<file path="src/rtl/core/tlc_pkg.sv">
`default_nettype none

package tlc_pkg;

  // Field widths
  localparam int CNT_W    = 16;
  localparam int LUX_W    = 27;
  localparam int SEG_W    = 3;
  localparam int IN_DATA_W  = 32;
  localparam int OUT_DATA_W = 32;

  // Ratio is Q0.16; interpolation fraction keeps 15 bits; powers are Q0.24
  localparam int RATIO_W  = 16;
  localparam int FRAC_W   = 15;
  localparam int PWR_W    = 24;
  localparam int COEF_W   = 20;

  // Power table geometry: entry k stands for x = k / (2 * POW_ENTRIES)
  localparam int POW_ENTRIES = 64;
  localparam int POW_IDX_W   = $clog2(POW_ENTRIES + 1);
  localparam int T_W         = RATIO_W + POW_IDX_W;
  localparam int IDX_FULL_W  = T_W - FRAC_W;

  // Low segment datapath: A1*P, then A0*2^24 - A1*P (nonnegative part fits 43 bits)
  localparam int PROD1_W  = COEF_W + PWR_W;
  localparam int D_W      = 43;
  localparam int LO_SHIFT = 32;

  // Linear segments
  localparam int LIN_W     = COEF_W + CNT_W;
  localparam int LIN_SHIFT = 8;

  // Q0.24 coefficients
  localparam logic [COEF_W-1:0] A0 = 20'd510027;
  localparam logic [COEF_W-1:0] A1 = 20'd1040187;
  localparam logic [COEF_W-1:0] A2 = 20'd375810;
  localparam logic [COEF_W-1:0] A3 = 20'd520094;
  localparam logic [COEF_W-1:0] A4 = 20'd214748;
  localparam logic [COEF_W-1:0] A5 = 20'd256691;
  localparam logic [COEF_W-1:0] A6 = 20'd24495;
  localparam logic [COEF_W-1:0] A7 = 20'd18790;

  // Segment codes
  localparam logic [SEG_W-1:0] SEG_PWR  = 3'd0;
  localparam logic [SEG_W-1:0] SEG_LIN1 = 3'd1;
  localparam logic [SEG_W-1:0] SEG_LIN2 = 3'd2;
  localparam logic [SEG_W-1:0] SEG_LIN3 = 3'd3;
  localparam logic [SEG_W-1:0] SEG_ZERO = 3'd4;

  typedef logic [PWR_W-1:0] pow_tab_t [0:POW_ENTRIES];

  // true when p^5 * (2M)^7 <= 2^120 * k^7
  function automatic logic pow_fits(input logic [PWR_W-1:0] p, input int k);
    logic [255:0] lhs;
    logic [255:0] rhs;
    lhs = 256'(p);
    for (int i = 1; i < 5; i++) begin
      lhs = lhs * 256'(p);
    end
    rhs = 256'(1) << 120;
    for (int i = 0; i < 7; i++) begin
      lhs = lhs * 256'(2 * POW_ENTRIES);
      rhs = rhs * 256'(k);
    end
    return lhs <= rhs;
  endfunction

  // floor(2^24 * x^1.4), largest fitting value found bit by bit from the top
  function automatic pow_tab_t build_pow_tab();
    pow_tab_t tab;
    logic [PWR_W-1:0] p;
    logic [PWR_W-1:0] cand;
    for (int k = 0; k <= POW_ENTRIES; k++) begin
      p = '0;
      for (int bt = PWR_W - 1; bt >= 0; bt--) begin
        cand = p | (PWR_W'(1) << bt);
        if (pow_fits(cand, k)) begin
          p = cand;
        end
      end
      tab[k] = p;
    end
    return tab;
  endfunction

  localparam pow_tab_t POW_TAB = build_pow_tab();

endpackage

`default_nettype wire

</file>
<file path="src/rtl/core/tlc_lin.sv">
`default_nettype none

module tlc_lin (
  input  logic                      clk,
  input  logic                      en,
  input  logic [tlc_pkg::CNT_W-1:0] bb,
  input  logic [tlc_pkg::CNT_W-1:0] ir,
  input  logic [tlc_pkg::SEG_W-1:0] seg,
  output logic [tlc_pkg::LUX_W-1:0] lux
);
  import tlc_pkg::*;

  logic [COEF_W-1:0] ca;
  logic [COEF_W-1:0] cb;
  logic [LIN_W-1:0]  pa_r;
  logic [LIN_W-1:0]  pb_r;
  logic [LIN_W-1:0]  diff;
  logic [LUX_W-1:0]  lux_r;

  always_comb begin
    case (seg)
      SEG_LIN1: begin
        ca = A2;
        cb = A3;
      end
      SEG_LIN2: begin
        ca = A4;
        cb = A5;
      end
      SEG_LIN3: begin
        ca = A6;
        cb = A7;
      end
      default: begin
        ca = '0;
        cb = '0;
      end
    endcase
  end

  always_ff @(posedge clk) begin
    if (en) begin
      pa_r <= LIN_W'(ca) * LIN_W'(bb);
      pb_r <= LIN_W'(cb) * LIN_W'(ir);
    end
  end

  assign diff = (pa_r > pb_r) ? pa_r - pb_r : '0;

  // products stay below 2^35, so the shifted value fits the lux field
  always_ff @(posedge clk) begin
    if (en) begin
      lux_r <= diff[LUX_W+LIN_SHIFT-1:LIN_SHIFT];
    end
  end

  assign lux = lux_r;

endmodule

`default_nettype wire

</file>
<file path="config.mk">
export PLATFORM = sky130hd
export DESIGN_NAME = tlc_lin
export DESIGN_NICKNAME = d
export VERILOG_FILES = /design/src/rtl/core/tlc_pkg.sv /design/src/rtl/core/tlc_lin.sv
export SDC_FILE = /design/constraint.sdc
export NUM_CORES = 1
export LEC_CHECK = 0
export BUFFER_PORTS_ARGS = -buffer_cell sky130_fd_sc_hd__buf_4
export CORE_ASPECT_RATIO = 1.4
export CORE_MARGIN = 2
export CORE_UTILIZATION = 50
export CTS_CLUSTER_SIZE = 14
export DETAILED_ROUTE_END_ITERATION = 8
export HOLD_SLACK_MARGIN = 0.08
export PLACE_DENSITY_LB_ADDON = 0.15
export SETUP_SLACK_MARGIN = 0.15
export SLEW_MARGIN = 25
export SYNTH_ARGS = -nofsm -noshare
export SYNTH_HDL_FRONTEND = slang
export SYNTH_SLANG_ARGS = --single-unit
</file>
<file path="constraint.sdc">
create_clock -name clk -period 9.9 [get_ports clk]
set_input_delay 0.495 -clock clk [delete_from_list [all_inputs] [get_ports clk]]
set_output_delay 0.495 -clock clk [all_outputs]
set_load 0.01 [all_outputs]
</file>
Word-level counts from Yosys, hierarchy flattened
Index checks and enable logic that the tools add are counted.
{"block": "word_totals", "word_cells": 12, "in_bits": 37, "regBits": 99}
{"block": "classes", "n_eq_ne": 3, "n_addsub": 1, "n_mux": 2, "multipliers": 2, "magnitude_cmp": 1}
{"cell": "one-hot mux 19 bit (3 select lines)", "n": 2}
{"cell": "multiplier 20 x 16 -> 36 bit", "n": 2}
{"cell": "> comparator 36 bit", "n": 1}
{"cell": "subtractor 35 bit", "n": 1}
{"cell": "== test 3 x 2 -> 1 bit (second input constant)", "n": 2}
{"cell": "== test 3 x 1 -> 1 bit (second input constant)", "n": 1}

Longest topological paths before layout
Gate-level depths: netlist of the first run.
{"block": "depth", "word_depth": 3, "depth_mapped": 29}

Worst setup path before layout of the first run
OpenSTA, ideal clock, no wires.
{"block": "synth_path", "kind": "in2reg", "startpoint": "input port seg[2] in the netlist's numbering", "endpoint": "register pa_r[28] (data pin)", "slack_ps": 2882, "t_arrival_ps": 6759, "setup_ps": 259, "n_path_buf": 2, "stages": 25, "cell_sequence": "nand2b_1 -> nor2_1 -> clkbuf_1 -> clkbuf_1 -> nand2_1 -> inv_1 -> nor2_1 -> fa_1 -> fa_1 -> fa_1 -> inv_1 -> fa_1 -> fa_1 -> inv_1 -> fa_1 -> inv_1 -> ha_1 -> a21o_1 -> a21o_1 -> a2111oi_4 -> a31oi_4 -> a41oi_2 -> o21a_2 -> nor4bb_1 -> a211o_1"}
{"block": "synth_via", "elab_chain_len": 3, "word_cells_on_any_way": 5, "cone_classes": "mul (1); eq/ne (3); mux (1)"}
{"element": "from (decl)", "line": "tlc_lin.sv:8", "source": "input logic [tlc_pkg::SEG_W-1:0] seg,"}
{"element": "== test 3 x 2 -> 1 bit / == test 3 x 1 -> 1 bit (equally long branches)", "line": "tlc_lin.sv:21", "source": "case (seg)"}
{"element": "one-hot mux 19 bit (3 select lines) *", "line": "tlc_lin.sv:21"}
{"element": "multiplier 20 x 16 -> 36 bit *", "line": "tlc_lin.sv:43", "source": "pa_r <= LIN_W'(ca) * LIN_W'(bb);"}
{"element": "to (signal assigned)", "line": "tlc_lin.sv:43"}
{"element": "to (decl)", "line": "tlc_lin.sv:15", "source": "logic [LIN_W-1:0] pa_r;"}
Mark *: on every way between the ends. The rest lies on a longest branch, timed or not.
A chain may end at the register's enable or synchronous reset.

Worst setup path in the final report of the first run
{"block": "layout_path", "startpoint": "input port seg[0] in the netlist's numbering", "endpoint": "register pb_r[35] (data pin)"}
{"block": "layout_via", "elab_chain_len": 3, "word_cells_on_any_way": 5, "cone_classes": "mul (1); eq/ne (3); mux (1)"}
{"element": "== test 3 x 2 -> 1 bit / == test 3 x 1 -> 1 bit (equally long branches)", "line": "tlc_lin.sv:21"}
{"element": "one-hot mux 19 bit (3 select lines) *", "line": "tlc_lin.sv:21"}
{"element": "multiplier 20 x 16 -> 36 bit *", "line": "tlc_lin.sv:44", "source": "pb_r <= LIN_W'(cb) * LIN_W'(ir);"}
{"element": "to (signal assigned)", "line": "tlc_lin.sv:44"}
{"element": "to (decl)", "line": "tlc_lin.sv:16", "source": "logic [LIN_W-1:0] pb_r;"}
Marks and branches as above.

==> results of run 1 <==
-- layout by cell type (no fill, tap or decap), types with 16 or more instances in the layout --
cell type	count
ha_1	281
o21ai_0	33
edfxtp_1	99
a21o_1	56
fa_1	451
buf_4	69
nand2_1	173
a21oi_1	93
xor2_1	29
or2_2	16
nor3_1	22
nand3_1	23
xnor2_1	56
nor2_1	125
inv_1	672
and3_1	18
-- cell usage after synthesis, drive strengths merged, types with 4 or more instances --
cell	number
inv	672
fa	451
ha	281
nand2	173
nor2	126
edfxtp	99
a21oi	96
a21o	58
xnor2	56
o21ai	43
xor2	29
clkbuf	28
nand3	23
nor3	22
and3	18
or2	18
o21bai	15
a31oi	14
nand4	13
nor2b	13
nand2b	11
and2	10
buf	9
o21a	9
a211oi	8
o31ai	8
a211o	6
o211ai	6
a2111oi	5
a41oi	5
nor3b	5
or3	4
-- stage by stage --
stage               utilization, %  cell area [µm²]  setup WS (ns)
floorplan                        -            23000           2.88
global placement              52.9            24200           1.53
detailed placement            52.9            24200           1.57
CTS                           53.6            24500           1.93
global route                  53.6            24500           1.32
finish                        53.6            24500           1.91
-- metal layers --
layer	vias up	global-route usage [%]
met1	8001	36.4
met5	-	0
li1	7428	-
met2	410	46.3
met4	2	11.2
met3	90	3.07
-- path summary, 6_finish.rpt --
check        startpoint       end  slack [ns]  cells after the start
min               ir[0]   pb_r[0]        0.56                      3
min reg2reg    pa_r[13]    lux[5]        0.84                      3
max reg2reg    pa_r[26]    lux[3]        6.44                      7
max              seg[0]  pb_r[35]        1.91                     25
-- cells by family (layout without fill, tap and decap cells) --
| logic type | Yosys count | after routing | synth area share (%) |
|---|---|---|---|
| xor gates and xnor gates | 85 | 85 | 3.23 |
| muxes | 3 | 3 | 0.136 |
| buffers and inverters | 709 | 757 | 11.7 |
| and+or+nand+nor | 451 | 451 | 8.96 |
| adders and majority gates | 732 | 732 | 54.4 |
| DFF | 99 | 99 | 12.9 |
| AOI/OAI and AO/OA | 291 | 291 | 8.69 |
-- power groups by stage --
stage / clock, W / sequential [W] / combinational [W]
6_report: 0.000387 / 0.000840 / 0.00461
5_1_grt: 0.000409 / 0.000859 / 0.00521
4_1_cts: 0.000399 / 0.000845 / 0.00466
3_5_place_dp: 0 / 0.000854 / 0.00462
3_3_place_gp: 0 / 0.000852 / 0.00458
2_1_floorplan: 0 / 0.000847 / 0.00334
-- flip-flops by register name, summed over array words and instances (netlist names) --
signal and cells:
pa_r 36, lux 27, pb_r 36
-- final cells by class --
type	count	area (µm²)	share of cell area [%]
flip-flops and latches	99	2970	12.1
clock inverters	7	92.6	0.378
multi-input cells	1562	17400	71.0
clock buffers	9	225	0.919
well taps	617	772	3.15
repair buffers	69	518	2.11
inverters	672	2520	10.3
-- worst register-to-register path: cells and delay by family, from the launching register on --
family	cells	cell delay, ns
AOI/OAI and AO/OA	2	1.05
and+or+nand+nor	4	1.20
adders and majority gates	1	0.45
DFF	1	0.47
==> impl_metrics.csv, run 1 <==
group,metric,value,unit
run_status,outcome,"finished, final reports clean",
power,p_sw_share,52.2,%
critical_path,slowest_delay,0.61,ns
yosys,ys_seq_area_share,12.9,%
place,place.port_buffers,63,
floorplan,initial_core_util,50.4,%
drt,wl,61000,µm
drt,dr_wl_met2,29700,µm
place,dp.cells,3019,
final_layout,layout-drive-gt1-share,5.38,%
flow_run,maxCapViolCount,0,
floorplan,core-area,45700,µm²
clock_tree,cts_num_sinks,99,
yosys,synthArstFlopShare,0,%
final_layout,num-nets-final,3182,
grt,grt_pass1_wl,98800,µm
sta,slew_headroom,39.1,%
clock_tree,cts.clk_slew.worst_paths,0.08,ns
drt,ant_nets,0,
power,p_sw,0.00305,W
grt,antenna_found_initial,1,
grt,grt_max_degree,76,
yosys,synth_top_cell_by_area,"fa_1",
yosys,synth_nets,3139,
drt,dr.first_iter.drc_count,1167,
yosys,avgSynthCellArea,9.72,µm²
yosys,ys_ff_latch,99,
sta,hold_viol_final,0,
drt,drc_errors,0,
yosys,synth_edf_count,99,
place,gp_congestion,0.953,
critical_path,cp_slowest_cell,"buf_4",
power,p_per_area,238,nW/µm²
final_layout,finalNonFillerCells,3035,
sta,fin_setup_tns,0,ns
critical_path,end_kind,"flip-flop",
clock_tree,cts_buffers,9,
sta,fin_crit,7.99,ns
clock_tree,clk_latency,0.37,ns
sta,fin_skew,0.0155,ns
yosys,yosysTopAreaCellShare,39.2,%
drt,drtPass1Iterations,6,
drt,vias,15900,
critical_path,worst_path_most_repeated_cell,"fa_1",
sta,period_share,80.7,%
sta,whs,0.555,ns
power,pwr-share-seq,14.4,%
power,power.total,0.00584,W
critical_path,worstPathRequired,10.04,ns
critical_path,critPathMaxFanout,75,
final_layout,syn2layout_area_growth,6.33,%
critical_path,cp.arrival,8.13,ns
drt,avgViaCountPerCell,5.25,
clock_tree,post_cts_resized,0,
critical_path,start_kind,"input pin",
sta,fmax,125,MHz
sta,setup_viol,0,
place,dp_hpwl,54600,µm
yosys,yosys_warnings,0,
drt,dr_wl_met3,2660,µm
clock_tree,h-tree-depth,3,
floorplan,die-area,47900,µm²
final_layout,antenna_cells,0,
yosys,synth_area_leaders,"fa_1 39%, ha_1 15%, edfxtp_1 13%",
final_layout,n_fill_cell,4312,
clock_tree,cts_tree,"yes",
yosys,synth.distinct_cells,74,
critical_path,path_buf_inv,6,
drt,wl_met1,25700,µm
worst_hold_path,hold_path.class,"in -> reg",
grt,grt_pass1_vias,17700,
yosys,synthFlopType,"edfxtp_1",
power,peakVddDrop,0.000166,V
clock_tree,holdBufCountCts,0,
floorplan,num_rows,93,
power,p_leak,13.7,nW
floorplan,die_y,258,µm
grt,grt.total_usage,27.6,%
sta,worstMarginPinSlew,0.913,ns
drt,wire_per_inst,20.1,µm
floorplan,die_w,185,µm
floorplan,boundaryPins,64,
power,pwr-share-clk,6.6,%
critical_path,crit_family,"adder cells",
clock_tree,clk_path_buf_depth,2,
critical_path,worstSetupPathType,"in -> reg",
sta,rsz0062_at_grt,"false",
power,power_frac_comb,79.0,%
clock_tree,cts_setup_buffers,0,
clock_tree,clockRootBuffer,"clkbuf_16",
sta,drv_slew,0,
power,power.internal,0.00279,W
yosys,syn_area,23000,µm²
yosys,synth_cells,2370,
grt,overflow,0,
drt,topRoutingLayerUsed,"met5",
No activity file was read; power rests on OpenSTA's default activity.
==> run 2: changes to the inputs <==
--- a/config.mk
+++ b/config.mk
@@ -5,6 +5,7 @@
 export SDC_FILE = /design/constraint.sdc
 export NUM_CORES = 1
 export LEC_CHECK = 0
+export ABC_AREA = 1
 export BUFFER_PORTS_ARGS = -buffer_cell sky130_fd_sc_hd__buf_4
 export CORE_ASPECT_RATIO = 1.4
 export CORE_MARGIN = 2
==> constraint.sdc (replaced) <==
create_clock -name clk -period 7.5 [get_ports clk]
set_input_delay 0.375 -clock clk [delete_from_list [all_inputs] [get_ports clk]]
set_output_delay 0.375 -clock clk [all_outputs]
set_load 0.01 [all_outputs]
==> impl_metrics.csv, run 2 <==
group,metric,value,unit
run_status,outcome,"finished, final reports clean",
clock_tree,holdBufCountCts,0,
place,place.port_buffers,63,
place,gp_congestion,1.02,
grt,antenna_found_initial,0,
sta,fmax,151,MHz
critical_path,slowest_delay,0.58,ns
clock_tree,post_cts_resized,0,
clock_tree,cts_tree,"yes",
critical_path,cp_slowest_cell,"nor2_1",
final_layout,antenna_cells,0,
yosys,synthFlopType,"edfxtp_1",
critical_path,reg2regPathDepth,8,
clock_tree,cts_num_sinks,99,
yosys,synth_cells,2926,
power,pwr-share-seq,14.2,%
final_layout,final_common_cell,"inv_1",
clock_tree,clk_latency,0.36,ns
floorplan,initial_core_util,50.7,%
sta,setup_viol,0,
sta,fin_skew,0.0117,ns
final_layout,syn2layout_area_growth,6.63,%
flow_run,maxCapViolCount,0,
worst_hold_path,hold_path.class,"in -> reg",
floorplan,die-area,50600,µm²
clock_tree,h-tree-depth,3,
clock_tree,clockRootBuffer,"clkbuf_16",
sta,fin_setup_tns,0,ns
yosys,synth_edf_count,99,
place,dp.cells,3616,
sta,whs,0.501,ns
critical_path,worstPathRequired,7.58,ns
power,p_leak,14.5,nW
floorplan,die_w,191,µm
final_layout,num-nets-final,3766,
critical_path,worstSetupPathType,"in -> reg",
critical_path,crit_chain,"buf_4 -> nor2_1 -> buf_4 -> inv_1 -> nor2_1 -> inv_1 -> fa_1 -> fa_1 -> inv_1 -> fa_1 -> fa_1 -> fa_1 -> inv_1 -> fa_1 -> inv_1 -> ha_1 -> a21oi_1 -> o21ai_0 -> a21oi_1 -> nand2_1 -> nand3b_1 -> nand2_1 -> nand2_1 -> nand2_1",
power,power_frac_comb,79.6,%
sta,drv_slew,0,
final_layout,mostFrequentLayoutCells,"855 x inv_1, 509 x nand2_1, 451 x fa_1, 281 x ha_1, 265 x nor2_1",
drt,dr.first_iter.drc_count,1444,
floorplan,num_rows,95,
grt,grt.total_usage,28.7,%
grt,grt_max_degree,65,
power,p_sw,0.00443,W
critical_path,worst_r2r_startpoint,"pa_r[26]",
critical_path,cp.arrival,6.70,ns
power,power.internal,0.00348,W
yosys,synth_area_leaders,"fa_1 37%, ha_1 14%, inv_1 13%",
sta,fin_crit,6.62,ns
yosys,ys_ff_latch,99,
yosys,syn_area,24400,µm²
power,pwr-share-clk,6.3,%
yosys,avgSynthCellArea,8.34,µm²
drt,wl,68500,µm
yosys,synthArstFlopShare,0,%
power,p_sw_share,56.0,%
critical_path,r2r_setup_slack,4.97,ns
sta,hold_viol_final,0,
final_layout,final_util,54.0,%
grt,grt_pass1_vias,20700,
drt,avgViaCountPerCell,5.23,
drt,vias,19000,
final_layout,layout-drive-gt1-share,4.76,%
yosys,yosysTopAreaCellShare,37.0,%
place,dp_hpwl,61700,µm
drt,wire_per_inst,18.8,µm
critical_path,worst_path_most_repeated_cell,"fa_1",
clock_tree,cts.clk_slew.worst_paths,0.08,ns
drt,drtPass1Iterations,6,
sta,slew_headroom,45.8,%
final_layout,finalNonFillerCells,3632,
sta,rsz0062_at_grt,"false",
place,place_area,25700,µm²
yosys,synth_top_cell_by_area,"fa_1",
sta,worstMarginPinSlew,0.813,ns
critical_path,end_kind,"flip-flop",
yosys,synth_nets,3695,
drt,drc_errors,0,
drt,ant_nets,0,
sta,period_share,88.3,%
worst_hold_path,holdPathStages,1,
yosys,synth.most_common_cell,"inv_1",
power,p_per_area,304,nW/µm²
yosys,ys_seq_area_share,12.2,%
floorplan,die_y,265,µm
power,peakVddDrop,0.000186,V
worst_hold_path,worstHoldEndpoint,"pa_r[6]",
worst_hold_path,min_from,"en",
final_layout,design_area,26000,µm²
critical_path,start_kind,"input pin",
critical_path,reg2reg_to,"lux[11]",
clock_tree,cts_setup_buffers,0,
yosys,netlist_top_cells_count,"855 x inv_1, 509 x nand2_1, 451 x fa_1",
floorplan,boundaryPins,64,
critical_path,critPathMaxFanout,14,
yosys,synth.distinct_cells,36,
clock_tree,clk_path_buf_depth,2,
floorplan,core-area,48100,µm²
grt,grt_pass1_wl,110000,µm
clock_tree,cts_buffers,9,
grt,overflow,0,
yosys,yosys_warnings,0,
[run 2: final cells by class]
class                           count  area (µm²)
Timing Repair Buffer               81         633
Clock buffer                        9         225
Inverter                          861        3230
Fill cell                        4626       22100
Clock inverter                      7        95.1
Multi-Input combinational cell   1945       18100
Tap cell                          630         788
Sequential cell                    99        2970
[run 2: per-stage QoR]
stage	worst slack, ns	total power [W]
floorplan	1.43	0.00558
global placement	0.610	0.00732
detailed placement	0.528	0.00738
CTS	0.905	0.00792
global route	0.430	0.00885
finish	0.881	0.00791
[run 2: kinds of logic (layout without fill, tap and decap cells)]
kind of cell,Yosys count,in the layout,synth area share [%]
simple gates,931,931,15.6
buf+inv,882,958,13.8
flops,99,99,12.2
compound gates,225,225,5.00
xor+xnor,57,57,2.05
fa+ha+maj,732,732,51.4
[run 2: layer usage]
layer	track usage (%)	part of all wire, %	vias to the layer above	wire length, µm
li1	-	-	8875	-
met1	36.0	40	9216	27600
met2	50.1	49	752	33500
met3	3.81	6.2	162	4230
met4	11.4	4.6	0	3140
met5	0	0	-	0
[run 2: how the worst max path moves through the flow]
stage                start       end  cells past startpoint
floorplan           seg[0]  pa_r[34]                     26
global placement    seg[0]  pa_r[35]                     25
detailed placement  seg[0]  pa_r[35]                     25
CTS                 seg[0]  pa_r[35]                     25
global route        seg[0]  pa_r[35]                     25
finish              seg[2]  pa_r[35]                     24
[run 2: worst max-delay path, delay by kind of cell]
family	cells	cell delay [ns]
buffers and inverters	7	1.01
AND/OR/NAND/NOR	7	1.29
AO/OA/AOI/OAI	3	0.59
adder cells (fa/ha/maj)	7	3.41
[run 2: power by group through the flow]
stage / logic (W) / registers [W] / clock network [W]
6_report: 0.00629 / 0.00112 / 0.000497
5_1_grt: 0.00718 / 0.00114 / 0.000523
4_1_cts: 0.00629 / 0.00113 / 0.000505
3_5_place_dp: 0.00625 / 0.00114 / 0
3_3_place_gp: 0.00619 / 0.00113 / 0
2_1_floorplan: 0.00446 / 0.00112 / 0
